`src/rtl/utf8_to_unicode_escape_assert.svh`:
```
// Assertion macros for the utf8_to_unicode_escape RTL.
// Each macro expects clk and rst_n in scope at the point of use.
`ifndef UTF8_TO_UNICODE_ESCAPE_ASSERT_SVH
`define UTF8_TO_UNICODE_ESCAPE_ASSERT_SVH

// Same-cycle implication.
`define U2UE_ASSERT_NOW(lbl, ante, cons, msg) \
  lbl: assert property (@(posedge clk) disable iff (!rst_n) (ante) |-> (cons)) \
    else $error(msg);

// Next-cycle implication.
`define U2UE_ASSERT_NEXT(lbl, ante, cons, msg) \
  lbl: assert property (@(posedge clk) disable iff (!rst_n) (ante) |=> (cons)) \
    else $error(msg);

`endif

```
`src/rtl/u2ue_pkg.sv`:
```
// Package for the UTF-8 to escape-text converter: constants, types and helpers.
// No dependencies; used by the controller, datapath and top level.
package u2ue_pkg;

  localparam int ACCUM_BITS_DEF = 24;
  localparam int CONT_BITS      = 6;
  localparam int ESC_MIN_DIGITS = 4;
  localparam int LEAD_BITS      = 5;

  localparam logic [6:0] CHAR_BSLASH = 7'h5c;
  localparam logic [6:0] CHAR_U      = 7'h75;
  localparam logic [6:0] CHAR_ZERO   = 7'h30;
  localparam logic [6:0] CHAR_A_OFS  = 7'h57;  // 'a' - 10

  typedef enum logic [2:0] {
    S_IDLE,
    S_PLAN,
    S_BS,
    S_U_CHAR,
    S_HEX
  } state_t;

  typedef enum logic [1:0] {
    K_BSLASH,
    K_U_CHAR,
    K_HEX
  } char_kind_t;

  // Controller to datapath.
  typedef struct packed {
    logic       load;
    logic       start_a;
    logic       start_b;
    logic       emit;
    char_kind_t kind;
    logic       last;
  } cmd_t;

  // Datapath to controller.
  typedef struct packed {
    logic a_vld;
    logic b_vld;
    logic dig_zero;
    logic out_free;
  } stat_t;

  function automatic logic [6:0] hex_char(input logic [3:0] nib);
    logic [6:0] n7;
    n7 = {3'b000, nib};
    if (nib < 4'd10) begin
      hex_char = CHAR_ZERO + n7;
    end else begin
      hex_char = CHAR_A_OFS + n7;
    end
  endfunction

  // Payload bits of a lead byte: skip the top two ones, up to four more
  // ones and one separator bit.
  function automatic logic [LEAD_BITS-1:0] lead_payload(input logic [7:0] b);
    if (!b[5]) begin
      lead_payload = b[4:0];
    end else if (!b[4]) begin
      lead_payload = {1'b0, b[3:0]};
    end else if (!b[3]) begin
      lead_payload = {2'b00, b[2:0]};
    end else if (!b[2]) begin
      lead_payload = {3'b000, b[1:0]};
    end else begin
      lead_payload = {4'b0000, b[0]};
    end
  endfunction

endpackage

```
`src/rtl/u2ue_if.sv`:
```
// Handshake channel interfaces for the UTF-8 to escape-text converter.
// Depends on nothing; one interface per channel direction.
interface u2ue_in_if;
  logic       valid;
  logic       ready;
  logic [7:0] data_byte;
  logic       final_byte;

  modport source (output valid, output data_byte, output final_byte, input ready);
  modport sink   (input valid, input data_byte, input final_byte, output ready);
endinterface

interface u2ue_out_if;
  logic       valid;
  logic       ready;
  logic [6:0] out_char;
  logic       run_last;

  modport source (output valid, output out_char, output run_last, input ready);
  modport sink   (input valid, input out_char, input run_last, output ready);
endinterface

```
`src/rtl/utf8_to_unicode_escape.sv`:
```
// UTF-8 to escape-text converter. Raw UTF-8 bytes arrive one per transfer on
// in_ch, the last byte of a string marked by final_byte. Each decoded code
// point leaves on out_ch as ASCII text, one character per transfer: a
// backslash, a 'u', then at least four lowercase hex digits (more when the
// value needs them). run_last marks the last character caused by a byte; a
// continuation or lead byte that only updates the pending value causes no
// character at all. Decoding is lenient: nothing is validated, a stray
// continuation byte shifts its six bits into a value of zero and the
// accumulator keeps its low ACCUM_BITS bits. After a byte is accepted, each
// escape it causes is planned and then sent one character at a time (six to
// eight characters at ACCUM_BITS of 24); a byte that flushes a pending value
// besides its own escape causes two escapes. The single character output
// register sets the pace; a stalled sink holds the sequencer, and a new byte
// is taken as soon as the last character of the previous one sits in the
// output register.
// Depends on u2ue_pkg, u2ue_if, u2ue_ctrl and u2ue_dp.
module utf8_to_unicode_escape
  import u2ue_pkg::*;
#(
  parameter int ACCUM_BITS = ACCUM_BITS_DEF
) (
  input logic        clk,
  input logic        rst_n,
  u2ue_in_if.sink    in_ch,
  u2ue_out_if.source out_ch
);

  cmd_t  cmd;
  stat_t stat;

  // Sequencer: accept, plan, then step through backslash, 'u' and digits.
  u2ue_ctrl u_ctrl (
    .clk      (clk),
    .rst_n    (rst_n),
    .in_valid (in_ch.valid),
    .in_ready (in_ch.ready),
    .stat     (stat),
    .cmd      (cmd)
  );

  // Accumulator, queued escapes and the output register.
  u2ue_dp #(
    .ACCUM_BITS (ACCUM_BITS)
  ) u_dp (
    .clk        (clk),
    .rst_n      (rst_n),
    .data_byte  (in_ch.data_byte),
    .final_byte (in_ch.final_byte),
    .cmd        (cmd),
    .stat       (stat),
    .out_ready  (out_ch.ready),
    .out_valid  (out_ch.valid),
    .out_char   (out_ch.out_char),
    .run_last   (out_ch.run_last)
  );

endmodule

```
`src/rtl/u2ue_ctrl.sv`:
```
// Sequencing state machine: accept a byte, walk the escapes it causes.
// Depends on u2ue_pkg and utf8_to_unicode_escape_assert.svh.
`include "utf8_to_unicode_escape_assert.svh"

module u2ue_ctrl
  import u2ue_pkg::*;
(
  input  logic  clk,
  input  logic  rst_n,
  input  logic  in_valid,
  output logic  in_ready,
  input  stat_t stat,
  output cmd_t  cmd
);

  state_t state_r;
  state_t state_nxt;

  always_ff @(posedge clk) begin
    if (!rst_n) begin
      state_r <= S_IDLE;
    end else begin
      state_r <= state_nxt;
    end
  end

  always_comb begin
    state_nxt   = state_r;
    in_ready    = 1'b0;
    cmd.load    = 1'b0;
    cmd.start_a = 1'b0;
    cmd.start_b = 1'b0;
    cmd.emit    = 1'b0;
    cmd.kind    = K_BSLASH;
    cmd.last    = 1'b0;
    case (state_r)
      S_IDLE: begin
        in_ready = 1'b1;
        if (in_valid) begin
          cmd.load  = 1'b1;
          state_nxt = S_PLAN;
        end
      end
      S_PLAN: begin
        if (stat.a_vld) begin
          cmd.start_a = 1'b1;
          state_nxt   = S_BS;
        end else if (stat.b_vld) begin
          cmd.start_b = 1'b1;
          state_nxt   = S_BS;
        end else begin
          state_nxt = S_IDLE;
        end
      end
      S_BS: begin
        if (stat.out_free) begin
          cmd.emit  = 1'b1;
          cmd.kind  = K_BSLASH;
          state_nxt = S_U_CHAR;
        end
      end
      S_U_CHAR: begin
        if (stat.out_free) begin
          cmd.emit  = 1'b1;
          cmd.kind  = K_U_CHAR;
          state_nxt = S_HEX;
        end
      end
      S_HEX: begin
        if (stat.out_free) begin
          cmd.emit = 1'b1;
          cmd.kind = K_HEX;
          if (stat.dig_zero) begin
            cmd.last  = !stat.b_vld;
            state_nxt = stat.b_vld ? S_PLAN : S_IDLE;
          end
        end
      end
      default: begin
        state_nxt = S_IDLE;
      end
    endcase
  end

  `U2UE_ASSERT_NOW(a_last_nothing_left, cmd.emit && cmd.last, !stat.a_vld && !stat.b_vld, "last character flagged while an escape is still queued")
  `U2UE_ASSERT_NOW(a_load_when_drained, cmd.load, !stat.a_vld && !stat.b_vld, "byte accepted while escapes of the previous byte remain")
  `U2UE_ASSERT_NEXT(a_start_to_bslash, cmd.start_a || cmd.start_b, state_r == S_BS, "escape started without moving to the backslash step")
  `U2UE_ASSERT_NOW(a_one_command, 1'b1, $onehot0({cmd.load, cmd.start_a, cmd.start_b, cmd.emit}), "conflicting controller commands")

endmodule

```
`src/rtl/u2ue_dp.sv`:
```
// Datapath: pending accumulator, queued escape values, digit counter, output register.
// Depends on u2ue_pkg; driven by u2ue_ctrl through cmd_t and reporting stat_t.
module u2ue_dp
  import u2ue_pkg::*;
#(
  parameter int ACCUM_BITS = ACCUM_BITS_DEF
) (
  input  logic                  clk,
  input  logic                  rst_n,
  input  logic [7:0]            data_byte,
  input  logic                  final_byte,
  input  cmd_t                  cmd,
  output stat_t                 stat,
  input  logic                  out_ready,
  output logic                  out_valid,
  output logic [6:0]            out_char,
  output logic                  run_last
);

  localparam int NIB   = (ACCUM_BITS + 3) / 4;
  localparam int DIG_W = $clog2(NIB);
  localparam int HEX_W = NIB * 4;

  logic [ACCUM_BITS-1:0] pend_val_r, pend_val_nxt;
  logic                  pend_vld_r, pend_vld_nxt;
  logic [ACCUM_BITS-1:0] esc_a_r, esc_b_r, esc_b_nxt;
  logic                  esc_a_vld_r, esc_b_vld_r, esc_b_vld_nxt;
  logic [HEX_W-1:0]      cur_r;
  logic [DIG_W-1:0]      dig_r;
  logic                  out_vld_r;
  logic [6:0]            out_char_r;
  logic                  run_last_r;

  logic                  is_ascii, is_lead;
  logic [ACCUM_BITS-1:0] upd_val;
  logic [ACCUM_BITS-1:0] start_val;
  logic [HEX_W-1:0]      start_hex;
  logic [DIG_W-1:0]      start_dig;
  logic [6:0]            char_sel;

  assign is_ascii = !data_byte[7];
  assign is_lead  = data_byte[7] && data_byte[6];

  // Value that a lead or continuation byte leaves pending.
  always_comb begin
    if (is_lead) begin
      upd_val = ACCUM_BITS'(lead_payload(data_byte));
    end else begin
      upd_val = {pend_val_r[ACCUM_BITS-CONT_BITS-1:0], data_byte[CONT_BITS-1:0]};
    end
  end

  always_comb begin
    if (is_ascii) begin
      esc_b_nxt     = ACCUM_BITS'(data_byte[6:0]);
      esc_b_vld_nxt = 1'b1;
      pend_val_nxt  = '0;
      pend_vld_nxt  = 1'b0;
    end else if (final_byte) begin
      esc_b_nxt     = upd_val;
      esc_b_vld_nxt = 1'b1;
      pend_val_nxt  = '0;
      pend_vld_nxt  = 1'b0;
    end else begin
      esc_b_nxt     = upd_val;
      esc_b_vld_nxt = 1'b0;
      pend_val_nxt  = upd_val;
      pend_vld_nxt  = 1'b1;
    end
  end

  // Leading digit: the top non-zero nibble, never below the fourth.
  assign start_val = cmd.start_a ? esc_a_r : esc_b_r;
  assign start_hex = HEX_W'(start_val);

  always_comb begin
    start_dig = DIG_W'(ESC_MIN_DIGITS - 1);
    for (int i = ESC_MIN_DIGITS; i < NIB; i++) begin
      if (start_hex[i*4 +: 4] != 4'h0) begin
        start_dig = DIG_W'(i);
      end
    end
  end

  always_comb begin
    case (cmd.kind)
      K_BSLASH: char_sel = CHAR_BSLASH;
      K_U_CHAR: char_sel = CHAR_U;
      K_HEX:    char_sel = hex_char(cur_r[dig_r*4 +: 4]);
      default:  char_sel = CHAR_BSLASH;
    endcase
  end

  always_ff @(posedge clk) begin
    if (!rst_n) begin
      pend_vld_r  <= 1'b0;
      pend_val_r  <= '0;
      esc_a_vld_r <= 1'b0;
      esc_b_vld_r <= 1'b0;
      out_vld_r   <= 1'b0;
    end else begin
      if (cmd.load) begin
        esc_a_vld_r <= pend_vld_r && (is_ascii || is_lead);
        esc_b_vld_r <= esc_b_vld_nxt;
        pend_vld_r  <= pend_vld_nxt;
        pend_val_r  <= pend_val_nxt;
      end
      if (cmd.start_a) begin
        esc_a_vld_r <= 1'b0;
      end
      if (cmd.start_b) begin
        esc_b_vld_r <= 1'b0;
      end
      if (cmd.emit) begin
        out_vld_r <= 1'b1;
      end else if (out_ready) begin
        out_vld_r <= 1'b0;
      end
    end
  end

  always_ff @(posedge clk) begin
    if (cmd.load) begin
      esc_a_r <= pend_val_r;
      esc_b_r <= esc_b_nxt;
    end
    if (cmd.start_a || cmd.start_b) begin
      cur_r <= start_hex;
      dig_r <= start_dig;
    end else if (cmd.emit && cmd.kind == K_HEX) begin
      dig_r <= dig_r - 1'b1;
    end
    if (cmd.emit) begin
      out_char_r <= char_sel;
      run_last_r <= cmd.last;
    end
  end

  assign stat.a_vld    = esc_a_vld_r;
  assign stat.b_vld    = esc_b_vld_r;
  assign stat.dig_zero = (dig_r == '0);
  assign stat.out_free = !out_vld_r || out_ready;

  assign out_valid = out_vld_r;
  assign out_char  = out_char_r;
  assign run_last  = run_last_r;

endmodule
```
`src/flat_wrapper.sv`:
```
// flat-port wrapper written by rule: the top's interface ports become plain ports
module utf8_to_unicode_escape_flat import u2ue_pkg::*;
#(
  parameter int ACCUM_BITS = ACCUM_BITS_DEF
)
  (clk, rst_n, in_ch_valid, in_ch_data_byte, in_ch_final_byte, in_ch_ready, out_ch_valid, out_ch_out_char, out_ch_run_last, out_ch_ready);
  u2ue_in_if in_ch_i ();
  u2ue_out_if out_ch_i ();
  input logic clk;
  input logic rst_n;
  input wire logic [$bits(in_ch_i.valid)-1:0] in_ch_valid;
  input wire logic [$bits(in_ch_i.data_byte)-1:0] in_ch_data_byte;
  input wire logic [$bits(in_ch_i.final_byte)-1:0] in_ch_final_byte;
  output wire logic [$bits(in_ch_i.ready)-1:0] in_ch_ready;
  output wire logic [$bits(out_ch_i.valid)-1:0] out_ch_valid;
  output wire logic [$bits(out_ch_i.out_char)-1:0] out_ch_out_char;
  output wire logic [$bits(out_ch_i.run_last)-1:0] out_ch_run_last;
  input wire logic [$bits(out_ch_i.ready)-1:0] out_ch_ready;
  assign in_ch_i.valid = in_ch_valid;
  assign in_ch_i.data_byte = in_ch_data_byte;
  assign in_ch_i.final_byte = in_ch_final_byte;
  assign in_ch_ready = in_ch_i.ready;
  assign out_ch_valid = out_ch_i.valid;
  assign out_ch_out_char = out_ch_i.out_char;
  assign out_ch_run_last = out_ch_i.run_last;
  assign out_ch_i.ready = out_ch_ready;
  utf8_to_unicode_escape #(.ACCUM_BITS(ACCUM_BITS)) u_core (.clk(clk), .rst_n(rst_n), .in_ch(in_ch_i), .out_ch(out_ch_i));
endmodule
```
`config.mk`:
```
export PLATFORM = sky130hd
export DESIGN_NAME = utf8_to_unicode_escape_flat
export DESIGN_NICKNAME = d
export VERILOG_FILES = /design/src/rtl/u2ue_pkg.sv /design/src/rtl/u2ue_if.sv /design/src/rtl/utf8_to_unicode_escape.sv /design/src/rtl/u2ue_ctrl.sv /design/src/rtl/u2ue_dp.sv /design/src/flat_wrapper.sv
export VERILOG_INCLUDE_DIRS = /design/src /design/src/rtl
export SDC_FILE = /design/constraint.sdc
export NUM_CORES = 1
export LEC_CHECK = 0
export BUFFER_PORTS_ARGS = -buffer_cell sky130_fd_sc_hd__clkbuf_2
export CORE_ASPECT_RATIO = 0.5
export CORE_UTILIZATION = 58
export DETAILED_ROUTE_END_ITERATION = 10
export PLACE_DENSITY = 0.86
export REMOVE_ABC_BUFFERS = 1
export SYNTH_ARGS = -nofsm -noshare
export SYNTH_HDL_FRONTEND = slang
export SYNTH_HIERARCHICAL = 1
export SYNTH_SLANG_ARGS = --single-unit
```
`constraint.sdc`:
```
create_clock -name clk -period 4 [get_ports clk]
set_clock_uncertainty 0.05 [all_clocks]
set_input_delay 0.2 -clock clk [delete_from_list [all_inputs] [get_ports clk]]
set_output_delay 0.2 -clock clk [all_outputs]
set_load 0.03 [all_outputs]
```
=== Word level (Yosys, flattened, before mapping) ===
Index checks and enable logic that the tools add are counted.

* Input port bits: 13
* Logic and storage cells: 91
* Output and inout port bits: 10
* Register bits after elaboration: 114

* Equal/unequal tests: 11
* Bitwise gates (word level): 1
* Shift-type cells: 1
* Reduce and logical (&&, ||, !) cells: 19
* Add/subtract/negate cells: 3
* Magnitude comparators: 1
* Multiplexer cells: 42

{| class="wikitable"
|+ Operators with widths
! operator !! count
|-
| $mux W24 || 4
|-
| $mux W3 || 13
|-
| $shiftx A24 B6 Y4 || 1
|-
| $pmux W3 S5 || 1
|-
| $mux W1 || 14
|-
| $mux W7 || 2
|-
| $pmux W7 S2 || 1
|-
| $pmux W3 S3 || 1
|-
| $mux W4 || 2
|-
| $ne A2 B1 Y1 const B || 4
|-
| $reduce_bool A4 Y1 || 2
|-
| $add A6 B4 Y7 const A || 1
|-
| $add A7 B4 Y7 const A || 1
|-
| $eq A3 B2 Y1 const B || 2
|-
| $logic_not A3 Y1 || 2
|-
| $mux W2 || 3
|-
| $mux W5 || 1
|-
| $reduce_and A5 Y1 || 1
|-
| $lt A4 B4 Y1 const B || 1
|-
| $reduce_bool A2 Y1 || 2
|-
| $reduce_or A2 Y1 || 2
|-
| $eq A3 B1 Y1 const B || 1
|-
| $eq A3 B3 Y1 const B || 1
|-
| $logic_and A1 B1 Y1 || 3
|-
| other kinds (8) || 12
|}

=== Longest topological paths before layout ===
* Depth after elaboration: 8
* Gate-level depth with buffers: 8
* Mapped depth without buffers: 7

=== Modules after synthesis ===
The synthesis kept the hierarchy.

{| class="wikitable"
|+ Modules (own cells, without submodules)
! module !! seq. area each (um^2) !! cells each !! instances !! area an instance (um^2)
|-
| u2ue_dp || 3052.9 || 347 || 1 || 4689.5
|-
| u2ue_ctrl || 60.1 || 34 || 1 || 261.5
|}

=== Least setup slack after synthesis ===
No wires, ideal clock.

* Path type: register to register
* Start: register u_core.u_ctrl.state_r[2]
* End: register u_core.u_dp.pend_val_r[13]
* Data required time: 3.885 ns
* Arrival: 3.441 ns
* Cell stages (with the launch flop): 9
* Setup slack: 0.444 ns
* Period minus slack after synthesis: 3.556 ns
* Buffers on the path: 3
* Library setup time: 0.065 ns
* Cell sequence: dfxtp_1 > buf_2 > nor3_1 > and2_1 > and3b_1 > buf_2 > buf_1 > a21oi_1 > nor2b_1

{| class="wikitable"
|+ RTL lines
! element !! RTL line !! text
|-
| start, declared || u2ue_ctrl.sv:16 || <nowiki>state_t state_r;</nowiki>
|-
| start signal, assigned || u2ue_ctrl.sv:23 || <nowiki>state_r <= state_nxt;</nowiki>
|-
| end signal, assigned || u2ue_dp.sv:106 || <nowiki>pend_val_r <= pend_val_nxt;</nowiki>
|-
| end, declared || u2ue_dp.sv:24 || <nowiki>logic [ACCUM_BITS-1:0] pend_val_r, pend_val_nxt;</nowiki>
|}

==> impl_metrics.tcl <==
set metrics [dict create \
    initialDrtViolationCount 304 \
    dr.pass1.iters 5 \
    final_cells 533 \
    p_per_area_nw_per_um2 559 \
    clk_pin_slew_ns 0.05 \
    syn_inst 381 \
    port_buffers 22 \
    clock.fmax_ghz 0.393 \
    cts_root_buf "clkbuf_16" \
    layout_commonest_cell "edfxtp_1" \
    setup_ws_ns 1.45 \
    internal_power_mw 2.54 \
    cp-end-kind "flip-flop" \
    routed_wl_um 10300 \
    power_leakage_nw 2.12 \
    dieArea_um2 8930 \
    drv_cap 0 \
    initial_utilization 0.608 \
    critical_path_class "reg2reg" \
    cts_buffer_depth 2 \
    min_period_ns 2.55 \
    fin_crit_sh 0.637 \
    postLayoutCellArea_um2 5800 \
    cts_sinks 114 \
    clockPowerShare 0.510 \
    grt_pass1_wl_um 15900 \
    pre_cts_slack_ns 1.58 \
    synth_edf_count 83 \
    areaGrowthSynthToFinish_pct 17.2 \
    syn_area_per_cell_um2 13.0 \
    min_path_type "in2reg" \
    p_switching_mw 0.701 \
    ios 23 \
    peakVddDrop_uv 377 \
    rsz0062_at_grt "no" \
    antenna_cells 0 \
    ys_seq_area_frac 0.629 \
    overflow 0 \
    synth-main-ff-cell "edfxtp_1" \
    status "complete, no violations" \
    grt_pass1_vias 2945 \
    cts_tree "built" \
    fp.dieW_um 133 \
    fp.dieH_um 67.3 \
    place_hpwl_um 5930 \
    multi_input_area_um2 1660 \
    hold_depth 3 \
    antenna_found_initial 0 \
    rr_worst_depth 5 \
    totalPowerFinal_mw 3.24 \
    core_area_um2 8140 \
    setup-tns-final_ns 0 \
    combPwrFrac 0.063 \
    htree_levels 4 \
    drtAntennaViolNets 0 \
    wl_per_cell_um 19.3 \
    arrival_ns 2.54 \
    fillCellCount 495 \
    ys_ff_latch 114 \
    required_ns 3.99 \
    fp-row-count 23 \
    synth_area_um2 4950 \
    fin_nets 426 \
    seqPwrFrac 0.427 \
    vias 3096 \
    worst_pin_slew_ns 0.936 \
    setup_viol 0 \
    switching_share 0.216 \
    cp-start-kind "flip-flop" \
    slew_viol_final 0 \
    cts_setup_buffers 0 \
    ys_warn_count 6 \
    gr-usage-all-layers 0.251 \
    clk_latency_ns 0.42 \
    finalHoldViolations 0 \
    drive_gt1_frac 0.238 \
    place_congestion 0.888 \
    dp.cells 500 \
    critPathMaxFanout 29 \
    ctsResizeCount 0 \
    holdBufCountCts 1 \
    synthArstFlopShare 0 \
    regArea_um2 3110 \
    synth_cell_types 58 \
    dpl_cell_area_um2 5140 \
    drt_drc_violations_left 0 \
    numCtsBuffers 17 \
    max-slew-margin-rel 0.376 \
    via_per_inst 5.81 \
    final_cell_mix "edfxtp_1 (83), nor2b_1 (41), dfxtp_1 (31)" \
    grt_max_degree 52 \
]
## path summary, 6_finish.rpt
check / startpoint / endpoint / slack (ns)
setup reg to reg: u_core/u_ctrl/state_r[0] / u_core/u_dp/cur_r[13] / 1.45
hold / removal: in_ch_data_byte[4] / u_core/u_dp/esc_b_r[4] / 0.03
hold reg to reg: u_core/u_dp/pend_val_r[22] / u_core/u_dp/esc_a_r[22] / 0.38
setup / recovery: u_core/u_ctrl/state_r[0] / u_core/u_dp/cur_r[13] / 1.45
## layer usage
metal / part of all wire / GRT usage / vias to the layer above
li1: - / - / 1430
met1: 0.44 / 0.319 / 1498
met2: 0.47 / 0.400 / 137
met3: 0.072 / 0.0743 / 31
met4: 0.024 / 0.126 / 0
met5: 0 / 0 / -
## synth_stat cells (6+ instances only)
cell,n,area [um^2]
nor2b_1,41,257
mux2i_1,10,100
nor2_1,11,41.3
edfxtp_1,83,2490
dfxtp_1,31,621
nand2_1,10,37.5
o21ai_0,9,45.0
inv_1,21,78.8
nand2b_1,7,43.8
clkbuf_1,9,33.8
nand3_1,6,30.0
a21oi_1,23,115
mux2_2,25,282
and2_1,23,144
## cell families after synthesis
group / Yosys count / synth area share
simple gates: 124 / 0.157
flops: 114 / 0.629
compound gates: 60 / 0.0783
buf+inv: 40 / 0.0377
mux: 37 / 0.0839
fa+ha+maj: 5 / 0.0126
xor+xnor: 1 / 0.00177
## state kept, by name, summed over array words and instances (netlist names)
name,flops
u_core/u_dp/run_last,1
u_core/u_dp/pend_vld_r,1
u_core/u_ctrl/state_r,3
u_core/u_dp/out_valid,1
u_core/u_dp/esc_b_vld_r,1
u_core/u_dp/esc_a_r,24
u_core/u_dp/esc_b_r,24
u_core/u_dp/cur_r,24
u_core/u_dp/out_char,7
u_core/u_dp/pend_val_r,24
u_core/u_dp/esc_a_vld_r,1
u_core/u_dp/dig_r,3
## worst max-delay path, cell delays in order, from the launching register on
cell and delay, ns:
dfxtp_1 0.49, nand2b_4 0.10, nor3b_2 0.21, buf_4 0.39, nor2_1 0.19, inv_1 0.73
## power by group through the flow
stage	sequential (mW)	clock (mW)	combinational (mW)
after floorplan	1.40	0	0.128
after global placement	1.40	0	0.185
after detailed placement	1.41	0	0.194
after CTS	1.38	1.67	0.201
after global routing	1.39	1.72	0.220
final	1.38	1.66	0.204
## cell type report
| cell class | instances | area share |
|---|---|---|
| Tap cell | 112 | 0.0242 |
| Clock inverter | 13 | 0.0356 |
| Inverter | 21 | 0.0136 |
| Clock buffer | 19 | 0.0763 |
| Timing Repair Buffer | 27 | 0.0280 |
| Multi-Input combinational cell | 227 | 0.286 |
| Sequential cell | 114 | 0.537 |
## per-stage QoR
stage	hold WS, ns	util
2_1_floorplan	0.249	-
3_3_place_gp	0.358	0.631
3_5_place_dp	0.363	0.631
4_1_cts	0.0289	0.712
5_1_grt	0.0482	0.712
6_report	0.0309	0.712
(Power assumes the default switching activity.)
